### src/hdl/lzrod_pkg.sv
// Shared types and constants for the LZSS relative-offset decoder.
// Used by lzrod_ram, lzrod_parse and lzss_relative_offset_decoder.
package lzrod_pkg;

  // Window geometry
  localparam int WIN_AW    = 12;
  localparam int WIN_DEPTH = 4096;
  localparam int MATCH_MAX = 18;
  localparam int MATCH_MIN = 3;
  localparam int LEN_W     = 5;

  // First window position written after a restart
  localparam logic [WIN_AW-1:0] WP_START = WIN_AW'(WIN_DEPTH - MATCH_MAX);

  // Parser phases, one-hot
  typedef enum logic [8:0] {
    PH_HDR0 = 9'b000000001,
    PH_HDR1 = 9'b000000010,
    PH_HDR2 = 9'b000000100,
    PH_HDR3 = 9'b000001000,
    PH_CTRL = 9'b000010000,
    PH_ITEM = 9'b000100000,
    PH_HIGH = 9'b001000000,
    PH_COPY = 9'b010000000,
    PH_DONE = 9'b100000000
  } phase_t;

  // Command from parser to copy engine, valid in the beat's cycle
  typedef struct packed {
    logic              restart;
    logic              lit;
    logic              ref_go;
    logic [7:0]        data;
    logic [WIN_AW-1:0] ref_dist;
    logic [LEN_W-1:0]  len;
  } cmd_t;

  // Status from copy engine back to parser
  typedef struct packed {
    logic item_end;
    logic done;
  } stat_t;

endpackage

### src/hdl/lzrod_parse.sv
// Stream parser: length header, control bytes, literal/reference decode.
// Issues commands to the copy engine in the top level. Depends on lzrod_pkg.
module lzrod_parse (
  input  logic                clk,
  input  logic                rst,
  input  logic                beat,
  input  logic [7:0]          in_byte,
  input  logic                start,
  input  lzrod_pkg::stat_t    stat,
  output lzrod_pkg::cmd_t     cmd,
  output logic [31:0]         total_length
);

  lzrod_pkg::phase_t phase, phase_next, ph_eff;
  logic [31:0] total_next;
  logic [7:0]  ctrl, ctrl_next;
  logic [2:0]  idx, idx_next;
  logic [7:0]  ref_low, ref_low_next;

  // A restart beat is always taken as header byte zero
  assign ph_eff = start ? lzrod_pkg::PH_HDR0 : phase;

  // Command decode for the current beat
  always_comb begin
    cmd          = '0;
    cmd.restart  = beat && start;
    cmd.data     = in_byte;
    cmd.ref_dist = {in_byte[3:0], ref_low};
    cmd.len      = lzrod_pkg::LEN_W'(in_byte[7:4]) + lzrod_pkg::LEN_W'(lzrod_pkg::MATCH_MIN);
    if (beat) begin
      case (ph_eff)
        lzrod_pkg::PH_ITEM: cmd.lit    = !ctrl[idx];
        lzrod_pkg::PH_HIGH: cmd.ref_go = 1'b1;
        default:            ;
      endcase
    end
  end

  // Phase sequencing
  always_comb begin
    phase_next   = phase;
    total_next   = total_length;
    ctrl_next    = ctrl;
    idx_next     = idx;
    ref_low_next = ref_low;
    if (beat) begin
      if (start) begin
        total_next   = '0;
        ctrl_next    = '0;
        idx_next     = '0;
        ref_low_next = '0;
      end
      case (ph_eff)
        lzrod_pkg::PH_HDR0: begin
          total_next[7:0] = in_byte;
          phase_next      = lzrod_pkg::PH_HDR1;
        end
        lzrod_pkg::PH_HDR1: begin
          total_next[15:8] = in_byte;
          phase_next       = lzrod_pkg::PH_HDR2;
        end
        lzrod_pkg::PH_HDR2: begin
          total_next[23:16] = in_byte;
          phase_next        = lzrod_pkg::PH_HDR3;
        end
        lzrod_pkg::PH_HDR3: begin
          total_next[31:24] = in_byte;
          // zero length: nothing to produce
          phase_next = (total_next == 32'd0) ? lzrod_pkg::PH_DONE : lzrod_pkg::PH_CTRL;
        end
        lzrod_pkg::PH_CTRL: begin
          ctrl_next  = in_byte;
          idx_next   = '0;
          phase_next = lzrod_pkg::PH_ITEM;
        end
        lzrod_pkg::PH_ITEM: begin
          // literals finish through stat.item_end below
          if (ctrl[idx]) begin
            ref_low_next = in_byte;
            phase_next   = lzrod_pkg::PH_HIGH;
          end
        end
        lzrod_pkg::PH_HIGH: phase_next = lzrod_pkg::PH_COPY;
        default:            ;
      endcase
    end
    // item finished: next item of the group, new control byte, or done
    if (stat.item_end) begin
      if (stat.done) begin
        phase_next = lzrod_pkg::PH_DONE;
      end else begin
        idx_next   = idx + 3'd1;
        phase_next = (idx == 3'd7) ? lzrod_pkg::PH_CTRL : lzrod_pkg::PH_ITEM;
      end
    end
  end

  always_ff @(posedge clk) begin
    if (rst) begin
      phase        <= lzrod_pkg::PH_HDR0;
      total_length <= '0;
      ctrl         <= '0;
      idx          <= '0;
      ref_low      <= '0;
    end else begin
      phase        <= phase_next;
      total_length <= total_next;
      ctrl         <= ctrl_next;
      idx          <= idx_next;
      ref_low      <= ref_low_next;
    end
  end

endmodule

### config.mk
export PLATFORM = sky130hd
export DESIGN_NAME = lzrod_parse
export DESIGN_NICKNAME = d
export VERILOG_FILES = /design/src/hdl/lzrod_pkg.sv /design/src/hdl/lzrod_parse.sv
export SDC_FILE = /design/constraint.sdc
export NUM_CORES = 1
export LEC_CHECK = 0
export ABC_AREA = 1
export BUFFER_PORTS_ARGS = -buffer_cell sky130_fd_sc_hd__buf_2
export CAP_MARGIN = 40
export CORE_MARGIN = 4
export CORE_UTILIZATION = 25
export CTS_CLUSTER_DIAMETER = 150
export CTS_CLUSTER_SIZE = 8
export DETAILED_ROUTE_END_ITERATION = 12
export GPL_ROUTABILITY_DRIVEN = 0
export PLACE_DENSITY = 0.54
export SLEW_MARGIN = 20
export SYNTH_ARGS = -nofsm -noshare
export SYNTH_HDL_FRONTEND = slang
export SYNTH_SLANG_ARGS = --single-unit
export TNS_END_PERCENT = 1
### constraint.sdc
create_clock -name clk -period 1.9 [get_ports clk]
set_clock_uncertainty 0.05 [all_clocks]
set_input_delay 0.57 -clock clk [delete_from_list [all_inputs] [get_ports clk]]
set_output_delay 0.57 -clock clk [all_outputs]
set_load 0.02 [all_outputs]
==> summary by stage, run 1 <==
Floorplanning
The number of top-level pins is 74. For this configuration, the core starts out at a cell density of 25.37%. The die covers 0.01599 sq mm. The width of the die is 126.5 um.

The floorplan step defined a core boundary enclosing 0.01383 sq mm. The overall die height is 126.5 um. In this run the core area contains 43 standard-cell rows.

Drt
The number of vias per cell after detailed routing is 4.396. The detailed-route DRC error count is 0. Wires add up to 11130 um.

The average wire per cell in the routed design is 13.39 um. The count of nets left with antenna violations after detail routing is 0. Before antenna repair, the detailed router went through 4 iterations. The detailed router finished its first iteration with 193 violations. The total via count in the routed design is 3653.

Layout
The area growth from synthesis to layout is 38.73%. Counting the fill cells in the layout gives 1506. After the last flow step, the layout net total stands at 665. The utilization after layout is 35.20%. In the final layout, the multi-input gates occupy 0.001941 sq mm. The sequential cells in the finished layout cover a total of 0.001207 sq mm. The number of antenna diodes in the final layout is 0. The fraction of final layout cells with drive strength greater than 1 is 31.80%.

Critical path
In this design, the critical path's most frequently occurring cell is nor2_4. Traced cell by cell, the critical path runs through buf_12 > clkinv_8 > nand2_4 > nand2_4 > nor2_4 > inv_2 > nor2_4 > nand2_2 > nor2_4 > buf_6. The path type of the worst setup path is in -> out. For the worst setup path, the data required time is 1.28 ns. The highest-delay cell along the critical path is nor2_4. Counting cells, the worst reg-to-reg path comes to 13. At the worst endpoint, the arrival time is 1.43 ns. The kind of end point of the critical path is an output port.

STA classifies the critical path startpoint as an input pin. In this run the worst path has a maximum fanout of 8. The stage delay of the slowest cell on the critical path is 0.12 ns.

Logic synthesis
The sequential fraction of the synthesis area is 34.24%. A synthesized cell averages 6.473 sq um. The count of yosys warnings during synthesis is 0. The netlist area before placement is 0.003508 sq mm.

The number of nets handed over by synthesis was 560. After synthesis, the netlist uses 33 different library cells. The synthesized instance count is 542.

Counting flops and latches in the post-synthesis netlist gives 60.

CTS
The root buffer cell chosen for the clock tree is clkbuf_16. The clock transition at the registers of the reported paths is 0.05 ns. The TritonCTS clock tree is built. The TritonCTS buffer count is 9. No sink is reached through more buffers than the 2 on the longest clock path. The source-to-sink clock delay at the later pin of the worst-skew pair is 0.32 ns. The clock sink count is 60. The H-tree generated during clock tree synthesis spans 3 levels.

Hold repair after CTS inserted 0 buffers.

STA
At the pin with the least slew margin, the transition time is 0.4259 ns. The clock period minus final worst setup slack is 2.047 ns. Setup repair after global routing could not meet its margin everywhere. Of the available clock period, the critical path in the final layout requires 107.7%. The worst pin sits at a relative slew slack of 71.50%. The total count of max-transition violations in the final report is 0. The setup-violating endpoint count in the final report is 6.

The final count of hold timing violations is 0. After layout, the worst setup slack is -0.1466 ns. For the final routed database, the setup TNS stands at -0.3747 ns. For this run, the top clock speed supported by timing is 0.4886 GHz.

Global route
The overall overflow remaining after global route is 0. The number of antenna violations at the first check in global routing came to 0. Entering global routing, the biggest net connects 34 pins. The wire length of the first global-routing pass is 18330 um.

Across every metal layer, demand over resource in global routing totals 13.98%. The number of global-route vias before repair is 3540.

Job
The number of violations of the max-capacitance limit is 0.

Pwr
The total power per unit cell area is 771.8 mW/mm^2. The leakage power of the design is 2.341 nW. The highest ir drop seen on vdd is 0.4234 mV.

Status
The run finished, with violations left. The checks that failed: setup timing.

Placed design
The placed wire-length estimate is 8205 um. The number of input and output port buffers inserted is 73.

Min path
The class of the tightest hold or removal check is reg -> reg. The instance count along the most critical hold path is 2.
## per-layer routing
layer	wire length (um)	global-route usage, %
met5	0	0
met4	98	3.722
met3	569	2.526
met2	5273	22.57
met1	5187	19.25
## sequential cells by signal, summed over array words and instances, names as in the netlist
signal        cells
total_length     32
phase             9
idx               3
ctrl              8
ref_low           8
## cell type report
| class | instances | share of cell area (%) |
|---|---|---|
| Clock inverter | 1 | 0.1028 |
| Sequential cell | 60 | 24.81 |
| Tap cell | 180 | 4.627 |
| Multi-Input combinational cell | 365 | 39.87 |
| Inverter | 82 | 6.684 |
| Timing Repair Buffer | 129 | 18.07 |
| Clock buffer | 14 | 5.835 |
## logic make-up (layout without fill, tap and decap cells)
family	Yosys count	in the layout	synth area share, %
xor gates and xnor gates	2	2	0.4994
adders and majority gates	4	4	1.427
and+or+nand+nor	252	252	31.63
buffers and inverters	117	226	15.05
DFF	60	60	34.24
AOI/OAI and AO/OA	107	107	17.15
## power by group
part	total (mW)	switching, mW	internal [mW]
logic	0.801	0.497	0.304
clock network	1.56	0.543	1.01
registers	1.40	0.0734	1.32
total	3.76	1.11	2.64
## worst paths after layout
kind / startpoint / end / slack, ns
setup / recovery: start / cmd[26] / -0.15
hold / removal: ctrl[3]$_SDFFE_PP0P_ / ctrl[3]$_SDFFE_PP0P_ / 0.41
setup reg to reg: phase[3]$_SDFFE_PP0P_ / phase[2]$_SDFFE_PP0P_ / 0.07
hold reg to reg: ctrl[3]$_SDFFE_PP0P_ / ctrl[3]$_SDFFE_PP0P_ / 0.41
## cells in the mapped netlist (all sizes together)
cell type / number / area share [%]
nor2: 67 / 8.4
nand3b: 1 / 0.21
xor2: 1 / 0.25
a31oi: 10 / 1.8
a211oi: 1 / 0.21
ha: 4 / 1.4
a21oi: 45 / 6.4
buf: 24 / 4.9
nand3: 39 / 5.7
xnor2: 1 / 0.25
nor3: 2 / 0.29
o21ai: 30 / 4.3
clkinv: 2 / 0.36
nand2: 138 / 16
clkbuf: 11 / 1.2
dfxtp: 60 / 34
o22ai: 1 / 0.18
o211ai: 20 / 4.3
inv: 80 / 8.6
nand4: 5 / 0.89
## critical path, delay by kind of cell
family / cells / cell delay (ns)
buffers and inverters: 4 / 0.36
and+or+nand+nor: 6 / 0.49
## cells in the final DEF, fill, tap and decap left out, drive strengths merged
cell / n
o22ai: 1
clkinv: 4
xnor2: 1
a21oi: 45
dfxtp: 60
inv: 79
nand4: 5
a211oi: 1
a31oi: 10
ha: 4
xor2: 1
nand3b: 1
o211ai: 20
nand2: 138
clkbuf: 14
buf: 129
nor3: 2
nand3: 39
nor2: 67
o21ai: 30
## repair_timing
action | CTS | global route
setup buffers | 5 | 2
pin swaps | 7 | 13
gates resized for setup | 23 | 38
endpoints found under the setup margin | 7 | 20
## per-stage QoR
step	power, mW	cells	cell area (sq um)	hold WS (ns)	setup slack [ns]
after floorplan	1.890	542	3552	0.3901	-0.1592
after global placement	2.161	809	4327	0.4003	-0.3289
after detailed placement	2.161	809	4327	0.4047	-0.3457
after CTS	3.768	829	4721	0.4129	-0.1703
after global routing	3.940	831	4867	0.4412	-0.2084
final	3.756	831	4867	0.4136	-0.1466
(Power assumes the default switching activity.)
==> run 2, diff against run 1 <==
CORE_UTILIZATION = 50   (was 25)
CTS_CLUSTER_SIZE = 20   (was 8)
PLACE_DENSITY = 0.87   (was 0.54)
==> run 2 against run 1 <==
Net effect: the flow still finishes with violations (setup timing); fmax grew 0.30%; sequential share of layout area grew 2.1 points; core utilization grew 31 points; largest cell class unchanged; critical path type is now reg -> out; largest power group is now sequential cells.
==> summary by stage, run 2 (synthesis results as in run 1) <==
Pwr
The highest ir drop seen on vdd came to 0.4957 mV (+17%). The total power per unit cell area is 735.2 mW/mm^2 (-4.7%). The leakage power of the design is 2.219 nW (-5.2%). The total power after layout came to 3.306 mW (-12%).

Floorplanning
The width of the die was 91.77 um (-27%). The area of the core is 0.006794 sq mm (-51%). The number of top-level pins is 74 (unchanged).

The count of standard-cell rows came to 30 (-30%). The starting density of the core is 51.64% (+26 points). The die outline area was 0.008421 sq mm (-47%). The overall die height is 91.77 um (-27%).

Global route
The met2 routing resource usage after global routing is 41.94% (+19 points). The overall overflow remaining after global route is 0 (unchanged). The global routing's busiest layer is met2. The number of global-route vias before repair is 3685 (+4.1%). The wire length of the first global-routing pass is 17060 um (-6.9%). The met1 global-route usage came to 30.68% (+11 points). The total track usage is 24.84% (+11 points). The number of antenna violations at the first check in global routing is 0 (unchanged). The maximum number of pins on one net before global-route repair is 34 (unchanged).

The met3 global-route usage is 4.758% (+2.2 points).

Critical path
The element type at the critical path start is a flip-flop. The worst-case register-to-register setup slack is 0.14 ns (+0.07 ns). In this run the critical register-to-register path is captured at phase[3]$_SDFFE_PP0P_. The data arrival time of the critical path is 1.42 ns (about the same). The highest fanout seen on the critical path came to 7 (-1). The worst flop-to-flop path startpoint is phase[7]$_SDFFE_PP0P_. The required time of the worst setup path was 1.28 ns (about the same). STA classifies the critical path endpoint as an output port. The depth of the most critical reg-to-reg path is 11 (-2). The path type of the worst setup path is reg -> out.

CTS
The number of buffers on the longest clock path is 2 (unchanged). The maximum level of the CTS H-tree is 3 (unchanged). The source-to-sink clock delay at the later pin of the worst-skew pair was 0.35 ns (+0.03 ns). The TritonCTS clock tree is built. The TritonCTS buffer count is 9 (unchanged). The clock sink count is 60 (unchanged). The clock transition at the registers of the reported paths came to 0.08 ns (+0.03 ns). In this run the clock root is driven by a clkbuf_8.

Min path
The worst hold path terminates at ctrl[5]$_SDFFE_PP0P_. In this run the most critical hold path is launched from ctrl[5]$_SDFFE_PP0P_. In this run the worst hold path is classified as reg -> reg.

The instance count along the most critical hold path is 2 (unchanged).

Drt
The total via count in the routed design is 3925 (+7.4%). The detailed-route DRC error count was 0 (unchanged). The count of nets left with antenna violations after detail routing is 0 (unchanged). The number of vias per cell after detailed routing came to 5.304 (+21%). The number of DRC violations after detailed-routing iteration 0 is 259 (+34%). The routed wire length is 10310 um (-7.3%). The count of TritonRoute iterations in the first routing pass was 5 (+1). The average wire per cell in the routed design is 13.94 um (+4.1%).

STA
The final count of hold timing violations is 0 (unchanged). The maximum achievable frequency came to 0.4901 GHz (+0.30%). The transition time at the pin with the least slew margin was 0.3818 ns (-0.04415 ns). The clock period minus final worst setup slack is 2.040 ns (-0.006090 ns). The total count of max-transition violations in the final report is 0 (unchanged). Setup repair after global routing could not meet its margin everywhere. The tightest hold margin came to 0.4226 ns (+0.008996 ns). The setup-violating endpoint count in the final report is 3 (-3). The remaining max-slew budget at the tightest pin is 74.45% (+3.0 points). The final critical-path share of the clock period is 107.4% (-0.32 points). The final worst setup slack is -0.1405 ns (+0.006090 ns).

Layout
The number of inserted diodes was 0 (unchanged). The largest registers in the layout are total_length x32, phase x9. The net count reported at finish is 657 (-1.2%). The register containing the most flip-flops in the final layout is total_length.

Leaving out fill and tap cells, the most frequent cell in the layout is nand2_1. The area growth from synthesis to layout is 28.17%. The fraction of final layout cells with drive strength greater than 1 is 29.04% (-2.8 points). The flip-flop count of the largest register after layout is 32 (unchanged). Leaving out fill and tap cells, the most frequent cells in the layout are nand2_1 (122), inv_1 (68), buf_2 (65). The number of inserted filler cells in the final layout is 566 (-62%).

Job
The number of violations of the max-capacitance limit was 0 (unchanged).

Placed design
The placed wire-length estimate is 7658 um (-6.7%). The number of input and output port buffers inserted is 73 (unchanged).

Status
The checks that failed: setup timing. The flow ran to the end, but the final reports show violations.
==> run 2: layout make-up <==
cell class / instances / area, sq um / area share [%]
multi-input combinational: 365 / 1846 / 41.04
timing repair buffer: 121 / 798.3 / 17.75
clock inverter: 6 / 63.81 / 1.419
sequential: 60 / 1211 / 26.93
inverter: 82 / 320.3 / 7.123
tap: 96 / 120.1 / 2.671
clock buffer: 10 / 137.6 / 3.061
==> run 2: where the power goes <==
group	internal (mW)	leakage (nW)	switching, mW
registers	1.32	0.492	0.0697
logic	0.271	1.63	0.477
clock network	0.638	0.0983	0.530
total	2.23	2.22	1.08
==> run 2: worst max-delay path, cell delays in order (launching register included) <==
cell	delay, ns
dfxtp_2	0.38
nor2_1	0.10
nand4_1	0.15
nor2_4	0.15
nand2_2	0.08
nor2_4	0.08
buf_6	0.12
==> run 2: routing by layer <==
layer  part of all wire [%]  wire length, um
met1                     40             4109
met2                     50             5118
met3                    7.9              812
met4                    2.7              274
met5                      0                0
==> run 2: repair_timing <==
item / CTS / global route
resized for setup: 25 / 10
buffers inserted: 3 / 0
pin swaps: 6 / 3
hold buffers: 0 / 0
endpoints found under the setup margin: 7 / 11
==> run 2: stage by stage <==
step | setup TNS [ns] | worst slack, ns | cells | util, % | instance area, sq um
2_1_floorplan | -0.4179 | -0.1592 | 542 | - | 3552
3_3_place_gp | -5.670 | -0.2635 | 721 | 61.69 | 4192
3_5_place_dp | -8.658 | -0.3067 | 721 | 61.69 | 4192
4_1_cts | -0.3138 | -0.1458 | 740 | 65.78 | 4469
5_1_grt | -0.5484 | -0.2307 | 740 | 66.19 | 4497
6_report | -0.2881 | -0.1405 | 740 | 66.19 | 4497
==> run 2: how the worst max path moves through the flow <==
stage,startpoint,endpoint,slack (ns),depth (start not counted)
floorplan,start,cmd[26],-0.16,8
global placement,start,cmd[25],-0.26,10
detailed placement,start,cmd[25],-0.31,10
CTS,start,cmd[26],-0.15,9
global route,phase[7]$_SDFFE_PP0P_,cmd[26],-0.23,6
finish,phase[8]$_SDFFE_PP0P_,cmd[26],-0.14,6
==> run 3, diff against run 2 <==
GPL_TIMING_DRIVEN = 0   (was default)
MAX_ROUTING_LAYER = met4   (was default)
SKIP_CTS_REPAIR_TIMING = 1   (was default)
==> run 3 against run 2 <==
Net effect: hold slack worse by 0.0051 ns; the flow still finishes with violations (setup timing); critical path depth up 3; largest power group unchanged; cell area down 3.5%; cell count down 0.54%; sequential share of layout area up 0.81 points; non-clock buffer count down 4; largest cell class unchanged; highest routed layer unchanged; die area unchanged; fmax down 5.4%; critical endpoint unchanged.
==> summary by stage, run 3 (synthesis results as in run 1) <==
Status
The flow ran to the end, but the final reports show violations. The final reports fail on setup timing.

CTS
TritonCTS built the clock tree. The source-to-sink clock delay at the later pin of the worst-skew pair is 0.34 ns (about the same). The clock transition at the registers of the reported paths was 0.07 ns (about the same). The maximum level of the CTS H-tree was 3 (unchanged). The number of buffers on the longest clock path came to 2 (unchanged). The root cell of the clock tree is clkbuf_8. The TritonCTS buffer count is 9 (unchanged). The clock sink count was 60 (unchanged).

Global route
The number of global-route vias before repair was 3423 (-7.1%). The total track usage is 23.82% (-1.0 points). The overall overflow remaining after global route is 0 (unchanged). The maximum number of pins on one net before global-route repair is 11 (-68%).

The number of antenna violations at the first check in global routing is 0 (unchanged). The wire length of the first global-routing pass came to 15780 um (-7.5%).

Drt
The count of TritonRoute iterations in the first routing pass was 5 (unchanged). The detailed-route DRC error count is 0 (unchanged). The number of DRC violations after detailed-routing iteration 0 is 333 (+29%). The total via count in the routed design is 3871 (-1.4%).

The average wire per cell in the routed design is 13.60 um (-2.5%). The routed wire length is 10010 um (-3.0%). The number of vias per cell after detailed routing is 5.260 (-0.84%). The count of nets left with antenna violations after detail routing is 0 (unchanged).

Critical path
The worst-case register-to-register setup slack came to 0.13 ns (about the same). The path type of the worst setup path is in -> out. The kind of end point of the critical path is an output port.

The highest fanout seen on the critical path is 9 (+2). The depth of the most critical reg-to-reg path was 9 (-2). The data arrival time of the critical path is 1.54 ns (+0.12 ns).

The worst flop-to-flop path startpoint is phase[6]$_SDFFE_PP0P_. The element type at the critical path start is an input pin. The required time of the worst setup path is 1.28 ns (about the same). The endpoint of the lowest-slack register-to-register path is ref_low[1]$_SDFFE_PP0P_.

Placed design
The placed instance count is 708 (-1.8%). The number of input and output port buffers inserted came to 70 (-4.1%). The worst slack after detailed placement came to -0.4649 ns (-0.1582 ns). The placed wire-length estimate was 7167 um (-6.4%). The instance area after placement is 0.004023 sq mm (-4.0%).

Layout
The register with the most flip-flops in the final layout is total_length. In the layout the commonest cells are nand2_1 (122), buf_2 (72), inv_1 (70). The flip-flop count of the largest register after layout was 32 (unchanged). The fraction of final layout cells with drive strength greater than 1 is 25.62% (-3.4 points). The library cell used most frequently in the layout, excluding fill and tap cells, is nand2_1. The finished layout cell area is 0.004339 sq mm (-3.5%). The utilization after layout is 63.87% (-2.3 points).

The post-layout instance count excluding filler cells is 736 (-0.54%). The net count reported at finish is 653 (-0.61%). The largest registers in the layout are total_length x32, phase x9. The area growth from synthesis to layout is 23.68%. The number of inserted diodes is 0 (unchanged).

STA
The clock period minus final worst setup slack is 2.157 ns (+0.1167 ns). The remaining max-slew budget at the tightest pin is 65.17% (-9.3 points). The tightest hold margin is 0.4175 ns (-0.005128 ns).

The transition time at the pin with the least slew margin is 0.5225 ns (+0.1407 ns). The final sum of negative setup slack is -1.278 ns (-0.9901 ns). The final worst setup slack came to -0.2571 ns (-0.1167 ns).

The final count of hold timing violations was 0 (unchanged). The total count of max-transition violations in the final report is 0 (unchanged). Setup repair after global routing could not meet its margin everywhere. The setup-violating endpoint count in the final report is 7 (+4). The final critical-path share of the clock period is 113.5% (+6.1 points). The maximum achievable frequency is 0.4636 GHz (-5.4%).

Min path
The instance count along the most critical hold path came to 2 (unchanged). The class of the tightest hold or removal check is reg -> reg. The start point of the worst min-delay path is ctrl[6]$_SDFFE_PP0P_. For hold timing, the worst endpoint is ctrl[6]$_SDFFE_PP0P_.

Floorplanning
The number of top-level pins was 74 (unchanged). The starting density of the core is 51.64% (unchanged). The area of the core is 0.006794 sq mm (unchanged). The width of the die is 91.77 um (unchanged). The die outline area is 0.008421 sq mm (unchanged). The count of standard-cell rows came to 30 (unchanged). The overall die height was 91.77 um (unchanged).

Pwr
The leakage power of the design is 2.126 nW (-4.2%). The part of the total power dissipated in sequential elements is 44.5% (+2.5 points). The power share of the combinational group is 23.3% (+0.7 points).

The fraction of power consumed by the clock network came to 32.2% (-3.1 points). The switching power share of the total was 33.62% (+1.0 points). The internal power consumption is 2.066 mW (-7.3%). The highest ir drop seen on vdd is 0.5444 mV (+9.8%). The net switching component of the power is 1.047 mW (-2.8%). The total power after layout is 3.113 mW (-5.8%). The total power per unit cell area is 717.4 mW/mm^2 (-2.4%).

Job
The number of violations of the max-capacitance limit is 0 (unchanged).
[run 3: how the worst max path moves through the flow]
stage                           from      end  slack [ns]  cells past startpoint
2_1_floorplan                  start  cmd[26]       -0.16                      8
3_5_place_dp                    beat  cmd[25]       -0.46                      5
4_1_cts                         beat  cmd[25]       -0.47                      5
6_report                       start  cmd[26]       -0.26                      9
3_3_place_gp                    beat  cmd[25]       -0.46                      5
5_1_grt        phase[1]$_SDFFE_PP0P_  cmd[26]       -0.33                      8
[run 3: layer usage]
metal | vias up | routed length (um) | global-route usage [%]
li1 | 1907 | - | -
met5 | - | 0 | -
met2 | 187 | 4735 | 37.86
met3 | 36 | 791 | 4.676
met1 | 1741 | 4177 | 29.65
met4 | 0 | 301 | 9.901
[run 3: layout make-up]
class,count,area (sq um)
fill,590,2455
buffer,35,227.7
timing repair buffer,82,461.7
inverter,82,322.8
multi-input combinational,365,1834
sequential,60,1204
tap,96,120.1
clock inverter,5,27.53
clock buffer,11,141.4
[run 3: critical path: stages]
cell and delay, ns:
buf_12 0.12, nor2_4 0.13, nand2_4 0.07, nor2_4 0.14
inv_2 0.07, nor2_4 0.12, nand2_2 0.10, nor2_4 0.08
buf_6 0.12
[run 3: power groups by stage]
| stage | Clock, mW | Sequential [mW] | Combinational, mW |
|---|---|---|---|
| global placement | 0 | 1.41 | 0.659 |
| CTS | 1.02 | 1.38 | 0.680 |
| finish | 1.00 | 1.39 | 0.724 |
| global route | 1.08 | 1.39 | 0.794 |
| detailed placement | 0 | 1.41 | 0.676 |
| floorplan | 0 | 1.44 | 0.452 |
